### src/sv/nlbt_pkg.sv
// ----------------------------------------------------------------------------
// Night light controller package
// Shared constants, codes, command and status types for the night light
// button and timer controller.
// ----------------------------------------------------------------------------
`default_nettype none

package nlbt_pkg;

	// Configuration register indexes and widths
	localparam int CFG_IDX_W  = 3;
	localparam int CFG_DATA_W = 16;

	localparam logic [CFG_IDX_W-1:0] CFG_SHORT_PRESS = 3'd0;
	localparam logic [CFG_IDX_W-1:0] CFG_LONG_PRESS  = 3'd1;
	localparam logic [CFG_IDX_W-1:0] CFG_STARS_MIN   = 3'd2;
	localparam logic [CFG_IDX_W-1:0] CFG_MOON_MIN    = 3'd3;
	localparam logic [CFG_IDX_W-1:0] CFG_PHASE_MAN   = 3'd4;

	localparam logic [15:0] SHORT_PRESS_RST = 16'd1000;
	localparam logic [15:0] LONG_PRESS_RST  = 16'd3000;
	localparam logic [9:0]  STARS_MIN_RST   = 10'd30;
	localparam logic [9:0]  MOON_MIN_RST    = 10'd30;

	// Item opcodes
	localparam logic [2:0] OP_TICK        = 3'd0;
	localparam logic [2:0] OP_MOON_START  = 3'd1;
	localparam logic [2:0] OP_MOON_END    = 3'd2;
	localparam logic [2:0] OP_STARS_START = 3'd3;
	localparam logic [2:0] OP_STARS_END   = 3'd4;
	localparam logic [2:0] OP_SET_PHASE   = 3'd5;

	// Press kinds reported in the result word
	localparam logic [1:0] PK_NONE  = 2'd0;
	localparam logic [1:0] PK_SHORT = 2'd1;
	localparam logic [1:0] PK_LONG  = 2'd2;

	localparam logic [7:0] PHASE_MAX = 8'd180;
	localparam int TICKS_PER_SECOND_DEF = 1000;

	// Ramp divider: (360*elapsed + duration) / (2*duration), quotient <= 180
	localparam int DIV_NUM_W = 25;
	localparam int DIV_DEN_W = 17;
	localparam int DIV_QUO_W = 8;
	localparam int DIV_SH_W  = DIV_DEN_W + DIV_QUO_W - 1;
	localparam int DIV_CNT_W = $clog2(DIV_QUO_W);

	typedef struct packed {
		logic accept;
		logic check;
		logic div_start;
		logic ramp;
		logic load_out;
	} ctrl_cmd_t;

	typedef struct packed {
		logic tick;
		logic need_div;
		logic div_busy;
	} dp_sts_t;

	// Minutes to seconds as 64*m - 4*m; 1000 minutes still fit in 16 bits.
	function automatic logic [15:0] min_to_sec(input logic [9:0] m);
		logic [15:0] w;
		w = {6'b0, m};
		return (w << 6) - (w << 2);
	endfunction

endpackage

`default_nettype wire

### src/sv/nlbt_if.sv
// ----------------------------------------------------------------------------
// Night light controller channels
// Valid/ready channels for the command word and the status result word.
// ----------------------------------------------------------------------------
`default_nettype none

interface nlbt_item_if;
	logic        valid;
	logic        ready;
	logic [2:0]  opcode;
	logic        button_level;
	logic [15:0] seconds;
	logic        wake;
	logic [7:0]  angle;

	modport source(output valid, output opcode, output button_level, output seconds,
		output wake, output angle, input ready);
	modport sink(input valid, input opcode, input button_level, input seconds,
		input wake, input angle, output ready);
endinterface

interface nlbt_result_if;
	logic       valid;
	logic       ready;
	logic       moon_on;
	logic       stars_on;
	logic [7:0] phase_value;
	logic       phase_changed;
	logic [1:0] press_kind;

	modport source(output valid, output moon_on, output stars_on, output phase_value,
		output phase_changed, output press_kind, input ready);
	modport sink(input valid, input moon_on, input stars_on, input phase_value,
		input phase_changed, input press_kind, output ready);
endinterface

`default_nettype wire

### src/sv/nlbt_div.sv
// ----------------------------------------------------------------------------
// Night light ramp divider
// Restoring divider, one quotient bit per cycle, for the moon phase ramp.
// ----------------------------------------------------------------------------
`default_nettype none

module nlbt_div
	import nlbt_pkg::*;
(
	input  wire logic                 clk,
	input  wire logic                 arst_n,
	input  wire logic                 start,
	input  wire logic [DIV_NUM_W-1:0] num,
	input  wire logic [DIV_DEN_W-1:0] den,
	output logic                      busy,
	output logic [DIV_QUO_W-1:0]      quo
);

	logic [DIV_NUM_W-1:0] rem_q;
	logic [DIV_SH_W-1:0]  dsh_q;
	logic [DIV_QUO_W-1:0] quo_q;
	logic [DIV_CNT_W-1:0] cnt_q;
	logic                 busy_q;
	logic                 fits;

	// The quotient is known to stay below 2^DIV_QUO_W, so the divisor starts
	// shifted up by DIV_QUO_W-1 and walks down one place per step.
	assign fits = rem_q >= DIV_NUM_W'(dsh_q);

	always_ff @(posedge clk or negedge arst_n) begin
		if (!arst_n) begin
			busy_q <= 1'b0;
			cnt_q  <= '0;
		end else if (start) begin
			busy_q <= 1'b1;
			cnt_q  <= DIV_CNT_W'(DIV_QUO_W - 1);
		end else if (busy_q) begin
			cnt_q <= cnt_q - DIV_CNT_W'(1);
			if (cnt_q == '0) begin
				busy_q <= 1'b0;
			end
		end
	end

	always_ff @(posedge clk) begin
		if (start) begin
			rem_q <= num;
			dsh_q <= {den, {(DIV_QUO_W-1){1'b0}}};
			quo_q <= '0;
		end else if (busy_q) begin
			if (fits) begin
				rem_q <= rem_q - DIV_NUM_W'(dsh_q);
			end
			quo_q <= {quo_q[DIV_QUO_W-2:0], fits};
			dsh_q <= dsh_q >> 1;
		end
	end

	assign busy = busy_q;
	assign quo  = quo_q;

endmodule

`default_nettype wire

### src/sv/nlbt_dp.sv
// ----------------------------------------------------------------------------
// Night light datapath
// Lamp, timer, button and phase state, configuration registers, ramp divider
// and the result word register.
// ----------------------------------------------------------------------------
`default_nettype none

module nlbt_dp
	import nlbt_pkg::*;
#(
	parameter int TICKS_PER_SECOND = TICKS_PER_SECOND_DEF
) (
	input  wire logic                  clk,
	input  wire logic                  arst_n,
	input  wire ctrl_cmd_t             cmd,
	output dp_sts_t                    sts,
	input  wire logic [2:0]            opcode,
	input  wire logic                  button_level,
	input  wire logic [15:0]           seconds,
	input  wire logic                  wake,
	input  wire logic [7:0]            angle,
	input  wire logic                  cfg_we,
	input  wire logic [CFG_IDX_W-1:0]  cfg_index,
	input  wire logic [CFG_DATA_W-1:0] cfg_data,
	output logic                       moon_on,
	output logic                       stars_on,
	output logic [7:0]                 phase_value,
	output logic                       phase_changed,
	output logic [1:0]                 press_kind
);

	localparam int SUB_W = (TICKS_PER_SECOND > 1) ? $clog2(TICKS_PER_SECOND) : 1;
	localparam logic [SUB_W-1:0] SUB_LAST = SUB_W'(TICKS_PER_SECOND - 1);

	// Configuration
	logic [15:0] short_q, long_q;
	logic [9:0]  stars_min_q, moon_min_q;
	logic        manual_q;

	// State
	logic [31:0]      ms_q, ms_d;
	logic [SUB_W-1:0] sub_q, sub_d;
	logic [15:0]      elapsed_q, elapsed_d;
	logic             last_btn_q, last_btn_d;
	logic [31:0]      press_start_q, press_start_d;
	logic             moon_lit_q, moon_lit_d;
	logic             stars_lit_q, stars_lit_d;
	logic             opening_q, opening_d;
	logic [15:0]      moon_dur_q, moon_dur_d;
	logic [15:0]      stars_dur_q, stars_dur_d;
	logic [7:0]       angle_q, angle_d;
	logic             changed_q, changed_d;
	logic [1:0]       kind_q, kind_d;

	logic [31:0] press_len;
	logic        mv_en;
	logic [7:0]  mv_ang;

	logic [DIV_NUM_W-1:0] div_num;
	logic [DIV_DEN_W-1:0] div_den;
	logic                 div_busy;
	logic [DIV_QUO_W-1:0] div_quo;
	logic [DIV_NUM_W-1:0] el_w;

	// 360*e as a sum of shifts
	assign el_w    = DIV_NUM_W'(elapsed_q);
	assign div_num = (el_w << 8) + (el_w << 6) + (el_w << 5) + (el_w << 3)
		+ DIV_NUM_W'(moon_dur_q);
	assign div_den = {moon_dur_q, 1'b0};

	nlbt_div u_div (
		.clk    (clk),
		.arst_n (arst_n),
		.start  (cmd.div_start),
		.num    (div_num),
		.den    (div_den),
		.busy   (div_busy),
		.quo    (div_quo)
	);

	always_comb begin
		sts.tick     = (opcode == OP_TICK);
		sts.need_div = moon_lit_q && (elapsed_q < moon_dur_q) && !manual_q;
		sts.div_busy = div_busy;
	end

	always_comb begin
		ms_d          = ms_q;
		sub_d         = sub_q;
		elapsed_d     = elapsed_q;
		last_btn_d    = last_btn_q;
		press_start_d = press_start_q;
		moon_lit_d    = moon_lit_q;
		stars_lit_d   = stars_lit_q;
		opening_d     = opening_q;
		moon_dur_d    = moon_dur_q;
		stars_dur_d   = stars_dur_q;
		angle_d       = angle_q;
		changed_d     = changed_q;
		kind_d        = kind_q;
		mv_en         = 1'b0;
		mv_ang        = '0;
		press_len     = ms_q + 32'd1 - press_start_q;

		if (cmd.accept) begin
			changed_d = 1'b0;
			kind_d    = PK_NONE;
			unique case (opcode)
				OP_TICK: begin
					ms_d = ms_q + 32'd1;
					if (sub_q >= SUB_LAST) begin
						sub_d = '0;
						if (elapsed_q != 16'hFFFF) begin
							elapsed_d = elapsed_q + 16'd1;
						end
					end else begin
						sub_d = sub_q + SUB_W'(1);
					end
					if (!last_btn_q && button_level) begin
						press_start_d = ms_q + 32'd1;
					end else if (last_btn_q && !button_level) begin
						if (press_len < {16'b0, short_q}) begin
							kind_d = PK_SHORT;
							// Light cycle: off, stars, stars and moon, moon, off.
							if (moon_lit_q && stars_lit_q) begin
								stars_dur_d = '0;
								stars_lit_d = 1'b0;
							end else if (!moon_lit_q && !stars_lit_q) begin
								stars_dur_d = min_to_sec(stars_min_q);
								stars_lit_d = 1'b1;
								elapsed_d   = '0;
								sub_d       = '0;
							end else if (stars_lit_q) begin
								moon_lit_d = 1'b1;
								moon_dur_d = min_to_sec(moon_min_q);
								opening_d  = 1'b0;
								mv_en      = 1'b1;
								mv_ang     = '0;
								elapsed_d  = '0;
								sub_d      = '0;
							end else begin
								moon_dur_d = '0;
								moon_lit_d = 1'b0;
							end
						end else if (press_len >= {16'b0, long_q}) begin
							kind_d = PK_LONG;
							mv_en  = 1'b1;
							mv_ang = (angle_q != '0) ? 8'd0 : PHASE_MAX;
						end
					end
					last_btn_d = button_level;
				end
				OP_MOON_START: begin
					moon_lit_d = 1'b1;
					moon_dur_d = seconds;
					opening_d  = wake;
					mv_en      = 1'b1;
					mv_ang     = wake ? PHASE_MAX : 8'd0;
					elapsed_d  = '0;
					sub_d      = '0;
				end
				OP_MOON_END: begin
					moon_dur_d = '0;
					moon_lit_d = 1'b0;
				end
				OP_STARS_START: begin
					stars_dur_d = seconds;
					stars_lit_d = 1'b1;
					elapsed_d   = '0;
					sub_d       = '0;
				end
				OP_STARS_END: begin
					stars_dur_d = '0;
					stars_lit_d = 1'b0;
				end
				OP_SET_PHASE: begin
					mv_en  = 1'b1;
					mv_ang = (angle > PHASE_MAX) ? PHASE_MAX : angle;
				end
				default: begin
				end
			endcase
		end else if (cmd.check) begin
			if (moon_lit_q && (elapsed_q >= moon_dur_q)) begin
				moon_dur_d = '0;
				moon_lit_d = 1'b0;
			end
			if (stars_lit_q && (elapsed_q >= stars_dur_q)) begin
				stars_dur_d = '0;
				stars_lit_d = 1'b0;
			end
		end else if (cmd.ramp) begin
			mv_en  = 1'b1;
			mv_ang = opening_q ? (PHASE_MAX - div_quo) : div_quo;
		end

		if (mv_en && (mv_ang != angle_q)) begin
			angle_d   = mv_ang;
			changed_d = 1'b1;
		end
	end

	always_ff @(posedge clk or negedge arst_n) begin
		if (!arst_n) begin
			short_q       <= SHORT_PRESS_RST;
			long_q        <= LONG_PRESS_RST;
			stars_min_q   <= STARS_MIN_RST;
			moon_min_q    <= MOON_MIN_RST;
			manual_q      <= 1'b0;
			ms_q          <= '0;
			sub_q         <= '0;
			elapsed_q     <= '0;
			last_btn_q    <= 1'b0;
			press_start_q <= '0;
			moon_lit_q    <= 1'b0;
			stars_lit_q   <= 1'b0;
			opening_q     <= 1'b0;
			moon_dur_q    <= '0;
			stars_dur_q   <= '0;
			angle_q       <= '0;
			changed_q     <= 1'b0;
			kind_q        <= PK_NONE;
		end else begin
			if (cfg_we) begin
				unique case (cfg_index)
					CFG_SHORT_PRESS: short_q     <= cfg_data;
					CFG_LONG_PRESS:  long_q      <= cfg_data;
					CFG_STARS_MIN:   stars_min_q <= cfg_data[9:0];
					CFG_MOON_MIN:    moon_min_q  <= cfg_data[9:0];
					CFG_PHASE_MAN:   manual_q    <= cfg_data[0];
					default: begin
					end
				endcase
			end
			ms_q          <= ms_d;
			sub_q         <= sub_d;
			elapsed_q     <= elapsed_d;
			last_btn_q    <= last_btn_d;
			press_start_q <= press_start_d;
			moon_lit_q    <= moon_lit_d;
			stars_lit_q   <= stars_lit_d;
			opening_q     <= opening_d;
			moon_dur_q    <= moon_dur_d;
			stars_dur_q   <= stars_dur_d;
			angle_q       <= angle_d;
			changed_q     <= changed_d;
			kind_q        <= kind_d;
		end
	end

	// The result word is a snapshot, so the next item may run while it waits.
	always_ff @(posedge clk) begin
		if (cmd.load_out) begin
			moon_on       <= moon_lit_q;
			stars_on      <= stars_lit_q;
			phase_value   <= angle_q;
			phase_changed <= changed_q;
			press_kind    <= kind_q;
		end
	end

endmodule

`default_nettype wire

### src/sv/nlbt_ctrl.sv
// ----------------------------------------------------------------------------
// Night light controller sequencer
// Steps each command word through update, a lamp check for ticks, a ramp
// division when needed and result hand-off, and owns the channel handshakes.
// ----------------------------------------------------------------------------
`default_nettype none

module nlbt_ctrl
	import nlbt_pkg::*;
(
	input  wire logic    clk,
	input  wire logic    arst_n,
	input  wire logic    in_valid,
	output logic         in_ready,
	output logic         out_valid,
	input  wire logic    out_ready,
	output ctrl_cmd_t    cmd,
	input  wire dp_sts_t sts
);

	localparam logic [1:0] S_IDLE  = 2'd0;
	localparam logic [1:0] S_CHECK = 2'd1;
	localparam logic [1:0] S_DIV   = 2'd2;
	localparam logic [1:0] S_DONE  = 2'd3;

	logic [1:0] state_q, state_d;
	logic       out_valid_q;
	logic       slot_free;

	assign in_ready  = (state_q == S_IDLE);
	assign slot_free = !out_valid_q || out_ready;

	always_comb begin
		state_d = state_q;
		cmd     = '0;
		unique case (state_q)
			S_IDLE: begin
				cmd.accept = in_valid;
				if (in_valid) begin
					state_d = sts.tick ? S_CHECK : S_DONE;
				end
			end
			S_CHECK: begin
				cmd.check     = 1'b1;
				cmd.div_start = sts.need_div;
				state_d       = sts.need_div ? S_DIV : S_DONE;
			end
			S_DIV: begin
				if (!sts.div_busy) begin
					cmd.ramp = 1'b1;
					state_d  = S_DONE;
				end
			end
			S_DONE: begin
				if (slot_free) begin
					cmd.load_out = 1'b1;
					state_d      = S_IDLE;
				end
			end
			default: begin
				state_d = S_IDLE;
			end
		endcase
	end

	always_ff @(posedge clk or negedge arst_n) begin
		if (!arst_n) begin
			state_q     <= S_IDLE;
			out_valid_q <= 1'b0;
		end else begin
			state_q <= state_d;
			if (cmd.load_out) begin
				out_valid_q <= 1'b1;
			end else if (out_ready) begin
				out_valid_q <= 1'b0;
			end
		end
	end

	assign out_valid = out_valid_q;

	a_accept_leaves_idle: assert property (@(posedge clk) disable iff (!arst_n)
		(in_valid && in_ready) |=> (state_q != S_IDLE))
		else $error("accepted word did not start processing");

	a_load_needs_slot: assert property (@(posedge clk) disable iff (!arst_n)
		cmd.load_out |-> (!out_valid_q || out_ready))
		else $error("result register overwritten while still held");

	a_div_started: assert property (@(posedge clk) disable iff (!arst_n)
		cmd.div_start |=> sts.div_busy)
		else $error("divider did not start");

	a_div_to_done: assert property (@(posedge clk) disable iff (!arst_n)
		(state_q == S_DIV && !sts.div_busy) |=> (state_q == S_DONE))
		else $error("ramp result not applied after division");

endmodule

`default_nettype wire

### src/sv/night_light_button_timer_controller.sv
// ----------------------------------------------------------------------------
// Night light button and timer controller
// Moon and stars lamp control, button press timing and moon phase ramp.
// ----------------------------------------------------------------------------
// Usage: command words arrive on the item channel (tick with button level,
// start/end moon, start/end stars, set phase); every accepted word yields
// exactly one status word on the result channel with both lamp drives, the
// phase angle, a phase-changed flag and the kind of press that just ended.
// Configuration is a plain write port (cfg_we, cfg_index, cfg_data), to be
// used while the block is idle; the block itself does not enforce this.
// Sequencing: a non-tick command is accepted and then places its status in
// the result register; a tick has a lamp check in between and, when a lit
// moon needs its ramp angle, a ramp division: the ramp divider is a restoring
// divider that produces one of 8 quotient bits per cycle. One word is in work
// at a time; the next word is accepted as soon as the previous one has been
// placed in the result register.
// Reset clears all lamp, timer and button state and phase angle to zero and
// loads the configuration defaults. When the result receiver stalls, the
// held word stays unchanged and at most one more word is accepted, which
// then waits in its final step until the register frees up.
// ----------------------------------------------------------------------------
`default_nettype none

module night_light_button_timer_controller
	import nlbt_pkg::*;
#(
	parameter int TICKS_PER_SECOND = TICKS_PER_SECOND_DEF
) (
	input  wire logic                  clk,
	input  wire logic                  arst_n,
	nlbt_item_if.sink                  item,
	nlbt_result_if.source              result,
	input  wire logic                  cfg_we,
	input  wire logic [CFG_IDX_W-1:0]  cfg_index,
	input  wire logic [CFG_DATA_W-1:0] cfg_data
);

	ctrl_cmd_t cmd;
	dp_sts_t   sts;
	logic      in_ready;
	logic      out_valid;

	nlbt_ctrl u_ctrl (
		.clk       (clk),
		.arst_n    (arst_n),
		.in_valid  (item.valid),
		.in_ready  (in_ready),
		.out_valid (out_valid),
		.out_ready (result.ready),
		.cmd       (cmd),
		.sts       (sts)
	);

	nlbt_dp #(
		.TICKS_PER_SECOND (TICKS_PER_SECOND)
	) u_dp (
		.clk           (clk),
		.arst_n        (arst_n),
		.cmd           (cmd),
		.sts           (sts),
		.opcode        (item.opcode),
		.button_level  (item.button_level),
		.seconds       (item.seconds),
		.wake          (item.wake),
		.angle         (item.angle),
		.cfg_we        (cfg_we),
		.cfg_index     (cfg_index),
		.cfg_data      (cfg_data),
		.moon_on       (result.moon_on),
		.stars_on      (result.stars_on),
		.phase_value   (result.phase_value),
		.phase_changed (result.phase_changed),
		.press_kind    (result.press_kind)
	);

	assign item.ready   = in_ready;
	assign result.valid = out_valid;

endmodule

`default_nettype wire

### src/flat_wrapper.sv
// flat-port wrapper written by rule: the top's interface ports become plain ports
module night_light_button_timer_controller_flat import nlbt_pkg::*;
#(
	parameter int TICKS_PER_SECOND = TICKS_PER_SECOND_DEF
)
  (clk, arst_n, cfg_we, cfg_index, cfg_data, item_valid, item_opcode, item_button_level, item_seconds, item_wake, item_angle, item_ready, result_valid, result_moon_on, result_stars_on, result_phase_value, result_phase_changed, result_press_kind, result_ready);
  nlbt_item_if item_i ();
  nlbt_result_if result_i ();
  input  wire logic clk;
  input  wire logic arst_n;
  input  wire logic cfg_we;
  input  wire logic [CFG_IDX_W-1:0] cfg_index;
  input  wire logic [CFG_DATA_W-1:0] cfg_data;
  input wire logic [$bits(item_i.valid)-1:0] item_valid;
  input wire logic [$bits(item_i.opcode)-1:0] item_opcode;
  input wire logic [$bits(item_i.button_level)-1:0] item_button_level;
  input wire logic [$bits(item_i.seconds)-1:0] item_seconds;
  input wire logic [$bits(item_i.wake)-1:0] item_wake;
  input wire logic [$bits(item_i.angle)-1:0] item_angle;
  output wire logic [$bits(item_i.ready)-1:0] item_ready;
  output wire logic [$bits(result_i.valid)-1:0] result_valid;
  output wire logic [$bits(result_i.moon_on)-1:0] result_moon_on;
  output wire logic [$bits(result_i.stars_on)-1:0] result_stars_on;
  output wire logic [$bits(result_i.phase_value)-1:0] result_phase_value;
  output wire logic [$bits(result_i.phase_changed)-1:0] result_phase_changed;
  output wire logic [$bits(result_i.press_kind)-1:0] result_press_kind;
  input wire logic [$bits(result_i.ready)-1:0] result_ready;
  assign item_i.valid = item_valid;
  assign item_i.opcode = item_opcode;
  assign item_i.button_level = item_button_level;
  assign item_i.seconds = item_seconds;
  assign item_i.wake = item_wake;
  assign item_i.angle = item_angle;
  assign item_ready = item_i.ready;
  assign result_valid = result_i.valid;
  assign result_moon_on = result_i.moon_on;
  assign result_stars_on = result_i.stars_on;
  assign result_phase_value = result_i.phase_value;
  assign result_phase_changed = result_i.phase_changed;
  assign result_press_kind = result_i.press_kind;
  assign result_i.ready = result_ready;
  night_light_button_timer_controller #(.TICKS_PER_SECOND(TICKS_PER_SECOND)) u_core (.clk(clk), .arst_n(arst_n), .item(item_i), .result(result_i), .cfg_we(cfg_we), .cfg_index(cfg_index), .cfg_data(cfg_data));
endmodule
### config.mk
export PLATFORM = sky130hd
export DESIGN_NAME = night_light_button_timer_controller_flat
export DESIGN_NICKNAME = d
export VERILOG_FILES = /design/src/sv/nlbt_pkg.sv /design/src/sv/nlbt_if.sv /design/src/sv/nlbt_div.sv /design/src/sv/nlbt_dp.sv /design/src/sv/nlbt_ctrl.sv /design/src/sv/night_light_button_timer_controller.sv /design/src/flat_wrapper.sv
export SDC_FILE = /design/constraint.sdc
export NUM_CORES = 1
export LEC_CHECK = 0
export ABC_CLOCK_PERIOD_IN_PS = 15970
export BUFFER_PORTS_ARGS = -buffer_cell sky130_fd_sc_hd__clkbuf_2
export CAP_MARGIN = 20
export CORE_MARGIN = 5
export CORE_UTILIZATION = 30
export DETAILED_ROUTE_END_ITERATION = 10
export SYNTH_ARGS = -nofsm -noshare
export SYNTH_HDL_FRONTEND = slang
export SYNTH_SLANG_ARGS = --single-unit
### constraint.sdc
create_clock -name clk -period 15.97 [get_ports clk]
set_input_delay 2.3955 -clock clk [delete_from_list [all_inputs] [get_ports clk]]
set_output_delay 2.3955 -clock clk [all_outputs]
set_load 0.01 [all_outputs]
==> results.sh <==
export IMPL_hold_viol=0
export IMPL_final_max_slew_viol_count=0
export IMPL_grtUsageTotal_pct=15.2
export IMPL_place_gp_congestion=0.909
export IMPL_p_sw_mw=1.22
export IMPL_rr_startpoint="u_core.u_dp.ms_q[0]"
export IMPL_antenna_found_initial=1
export IMPL_dieHeight_um=268
export IMPL_fin_crit_sh_pct=47.6
export IMPL_layout_common_cells="248 x nand2_1, 193 x o21ai_0, 184 x ha_1"
export IMPL_reg2reg_slack_ns=8.36
export IMPL_switching_share_pct=39.2
export IMPL_min_from="u_core.u_dp.kind_q[0]"
export IMPL_ys_flop_type="dfrtp_1"
export IMPL_grt_ovfl_total=0
export IMPL_drv_cap=0
export IMPL_dr_pass1_iters=7
export IMPL_rsz0062_at_grt="no"
export IMPL_drt_wl_total_mm=55.6
export IMPL_tns_ns=0
export IMPL_pwr_share_seq_pct=32.6
export IMPL_post_cts_resized=0
export IMPL_cts_sinks=267
export IMPL_htreeDepth=1
export IMPL_die_w_um=268
export IMPL_worst_skew_pair_late_latency_ns=0.58
export IMPL_clkSlewWorstSetupHoldPaths_ns=0.06
export IMPL_status="completed"
export IMPL_first_global_vias=16400
export IMPL_r2r_end="u_core.u_dp.angle_q[7]"
export IMPL_intPower_mw=1.89
export IMPL_yosysTopAreaCell="dfrtp_1"
export IMPL_finalWorstSetupSlack_ns=8.36
export IMPL_synth_fp_nets=2511
export IMPL_comb_power_share_pct=44.3
export IMPL_cts_tree="done"
export IMPL_totalPowerFinal_mw=3.10
export IMPL_post_cts_setup_buffers=0
export IMPL_initial_core_util_pct=30.3
export IMPL_synth_seq_cells=267
export IMPL_nNetsFinal=2551
export IMPL_final_antenna_net_count=0
export IMPL_syn_area_per_cell_um2=8.91
export IMPL_io_pins=68
export IMPL_yosysWarnings=0
export IMPL_cp_max_fo=12
export IMPL_cellPowerDensity_mw_per_mm2=140
export IMPL_synthesis_area_mm2=0.0199
export IMPL_drt_iter0_drc=1312
export IMPL_num_vias=16600
export IMPL_core_mm2=0.0657
export IMPL_drc_errors=0
export IMPL_required_ns=16.43
export IMPL_ctsHoldBuffers=0
export IMPL_cts_buffers=30
export IMPL_clock_power_share_pct=23.1
export IMPL_synth_yosys_seq_area_share_pct=34.6
export IMPL_hold_class="reg2reg"
export IMPL_p_leak_nw=10.1
export IMPL_syn2layout_area_growth_pct=11.6
export IMPL_yosys_cell_types_count=86
export IMPL_drive_gt1_share_pct=8.92
export IMPL_layout_cells_most_common="nand2_1"
export IMPL_critPathCaptureType="flop"
export IMPL_place_hpwl_mm=42.7
export IMPL_worst_pin_slew_ns=1.03
export IMPL_wire_per_inst_um=17.6
export IMPL_max_freq_mhz=131
export IMPL_clockBufferDepth=3
export IMPL_via_per_inst=5.24
export IMPL_critPathArrivalTime_ns=8.07
export IMPL_row_count=94
export IMPL_whs_endpoint="u_core.u_dp.press_kind[0]"
export IMPL_slew_headroom_pct=31.0
export IMPL_async_flop_share_pct=73.8
export IMPL_critical_path_class="reg2reg"
export IMPL_grt_max_degree=81
export IMPL_synth_edf_count=54
export IMPL_syn_inst=2234
export IMPL_multiInputGateArea_mm2=0.0121
export IMPL_finalSetupViolCount=0
export IMPL_clockRootBuffer="clkbuf_16"
export IMPL_die_area_mm2=0.0716
export IMPL_io_buffer_count=67
export IMPL_grt_pass1_wl_mm=89.2
export IMPL_max_vdd_ir_drop_mv=0.0743
export IMPL_hold_path_cell_count=0
export IMPL_layout_area_seq_mm2=0.00690
export IMPL_finalCriticalPeriod_ns=7.61
export IMPL_synth_top_area_share_pct=22.1
export IMPL_clock_skew_ns=0.0190
export IMPL_num_fill_cells=6680
export IMPL_synthTopCellsByArea="dfrtp_1 22%, ha_1 12%, edfxtp_1 8.1%"
export IMPL_pre_cts_ws_ns=8.50
export IMPL_reg2regPathDepth=24
export IMPL_worstSetupStartpointType="flop"
worst max-delay path, stage by stage, from the launching register on:
cell,delay [ns]
dfrtp_1,0.45
ha_1,0.23
nand3_1,0.15
nor2_1,0.23
nand3_1,0.23
nor4_1,0.53
nand3_1,0.24
inv_1,0.10
nand3_1,0.18
nor3_1,0.49
nand3_1,0.17
xnor2_1,0.25
ha_1,0.42
nor3b_1,0.23
a2111oi_0,0.48
nand4_1,0.21
or4_1,0.51
or4_1,0.41
nor4_1,0.35
nand4_1,0.18
nor4b_2,0.39
a2111oi_1,0.24
a211oi_2,0.30
a31oi_4,0.19
mux2_4,0.33
cells by family after synthesis:
kind of cell | Yosys count | share of synthesized area, %
AO/OA/AOI/OAI | 582 | 18.4
XOR/XNOR | 146 | 6.42
adder cells (fa/ha/maj) | 224 | 15.6
buffers and inverters | 254 | 4.97
flip-flops | 267 | 34.6
multiplexers | 62 | 3.34
AND/OR/NAND/NOR | 699 | 16.6
metal layers:
metal / up-vias / GRT usage, % / routed length (µm)
met2: 377 / 25.7 / 26200
met4: 0 / 3.37 / 1290
met5: - / 0 / 0
li1: 8044 / - / -
met1: 8060 / 20.8 / 25600
met3: 80 / 1.92 / 2500
synth_stat cells (7+ instances only):
library cell  number
ha_1             184
and2_1            14
fa_1              40
o2111ai_1          8
a31oi_1           17
o21bai_1          12
o21ai_0          193
a21o_1            63
xor2_1            56
a21oi_1          124
mux2i_1           30
a2111oi_0          7
a22oi_1           22
dfstp_2           21
nand2b_1          25
or3_1             12
nand3_1           69
o211ai_1          14
nand4_1           35
nor2b_1           29
inv_1            178
o31ai_1           14
a211oi_1          14
mux2_2            31
nor4_1            15
dfxtp_1           16
xnor2_1           90
nor2_1           146
nand2_1          249
o22ai_1           10
edfxtp_1          54
buf_2             13
dfrtp_1          176
o21a_1            22
clkbuf_1          54
nor3_1            53
and3_1            16
flip-flops by register name, indices dropped and copies added (netlist names), 2 cells and up:
register                   flops
u_core.u_dp.u_div.dsh_q       24
u_core.u_dp.kind_q             2
u_core.u_dp.stars_dur_q       16
u_core.u_dp.u_div.cnt_q        3
u_core.u_dp.press_start_q     32
u_core.u_dp.moon_min_q        10
u_core.u_dp.u_div.quo          8
u_core.u_dp.stars_min_q       10
u_core.u_ctrl.state_q          2
u_core.u_dp.long_q            16
u_core.u_dp.sub_q             10
u_core.u_dp.angle_q            8
u_core.u_dp.short_q           16
u_core.u_dp.elapsed_q         16
u_core.u_dp.ms_q              32
u_core.u_dp.press_kind         2
u_core.u_dp.u_div.rem_q       25
u_core.u_dp.phase_value        8
u_core.u_dp.moon_dur_q        16
power by group through the flow:
stage / clock [mW] / sequential [mW] / combinational (mW)
floorplan: 0 / 0.982 / 1.02
global placement: 0 / 1.02 / 1.33
detailed placement: 0 / 1.02 / 1.37
CTS: 0.736 / 1.01 / 1.38
global route: 0.762 / 1.03 / 1.55
finish: 0.717 / 1.01 / 1.37
through the flow:
| stage | instance area [µm²] | hold WS [ns] | std cells | util (%) |
|---|---|---|---|---|
| 2_1_floorplan | 19900 | 0.423 | 2234 | - |
| 3_3_place_gp | 21100 | 0.433 | 3103 | 32.2 |
| 3_5_place_dp | 21200 | 0.443 | 3104 | 32.2 |
| 4_1_cts | 22200 | 0.449 | 3160 | 33.8 |
| 5_1_grt | 22200 | 0.476 | 3163 | 33.8 |
| 6_report | 22200 | 0.450 | 3163 | 33.8 |
how the worst max path moves through the flow:
stage | startpoint | end | slack [ns]
final | u_core.u_dp.ms_q[0] | u_core.u_dp.angle_q[7] | 8.36
after global routing | u_core.u_dp.ms_q[0] | u_core.u_dp.angle_q[7] | 7.68
after CTS | u_core.u_dp.ms_q[0] | u_core.u_dp.angle_q[7] | 8.46
after detailed placement | u_core.u_dp.ms_q[0] | u_core.u_dp.angle_q[7] | 8.50
after global placement | u_core.u_dp.ms_q[0] | u_core.u_dp.angle_q[7] | 8.77
after floorplan | u_core.u_dp.ms_q[0] | u_core.u_dp.angle_q[7] | 9.90
cell type report:
class / instances / share of cell area, %
sequential: 267 / 31.0
clock inverter: 9 / 0.456
antenna: 1 / 0.0113
multi-input combinational: 1713 / 54.2
clock buffer: 47 / 4.13
inverter: 178 / 3.01
timing repair buffer: 84 / 2.25
tap: 864 / 4.87
No activity file was read; power rests on OpenSTA's default activity.
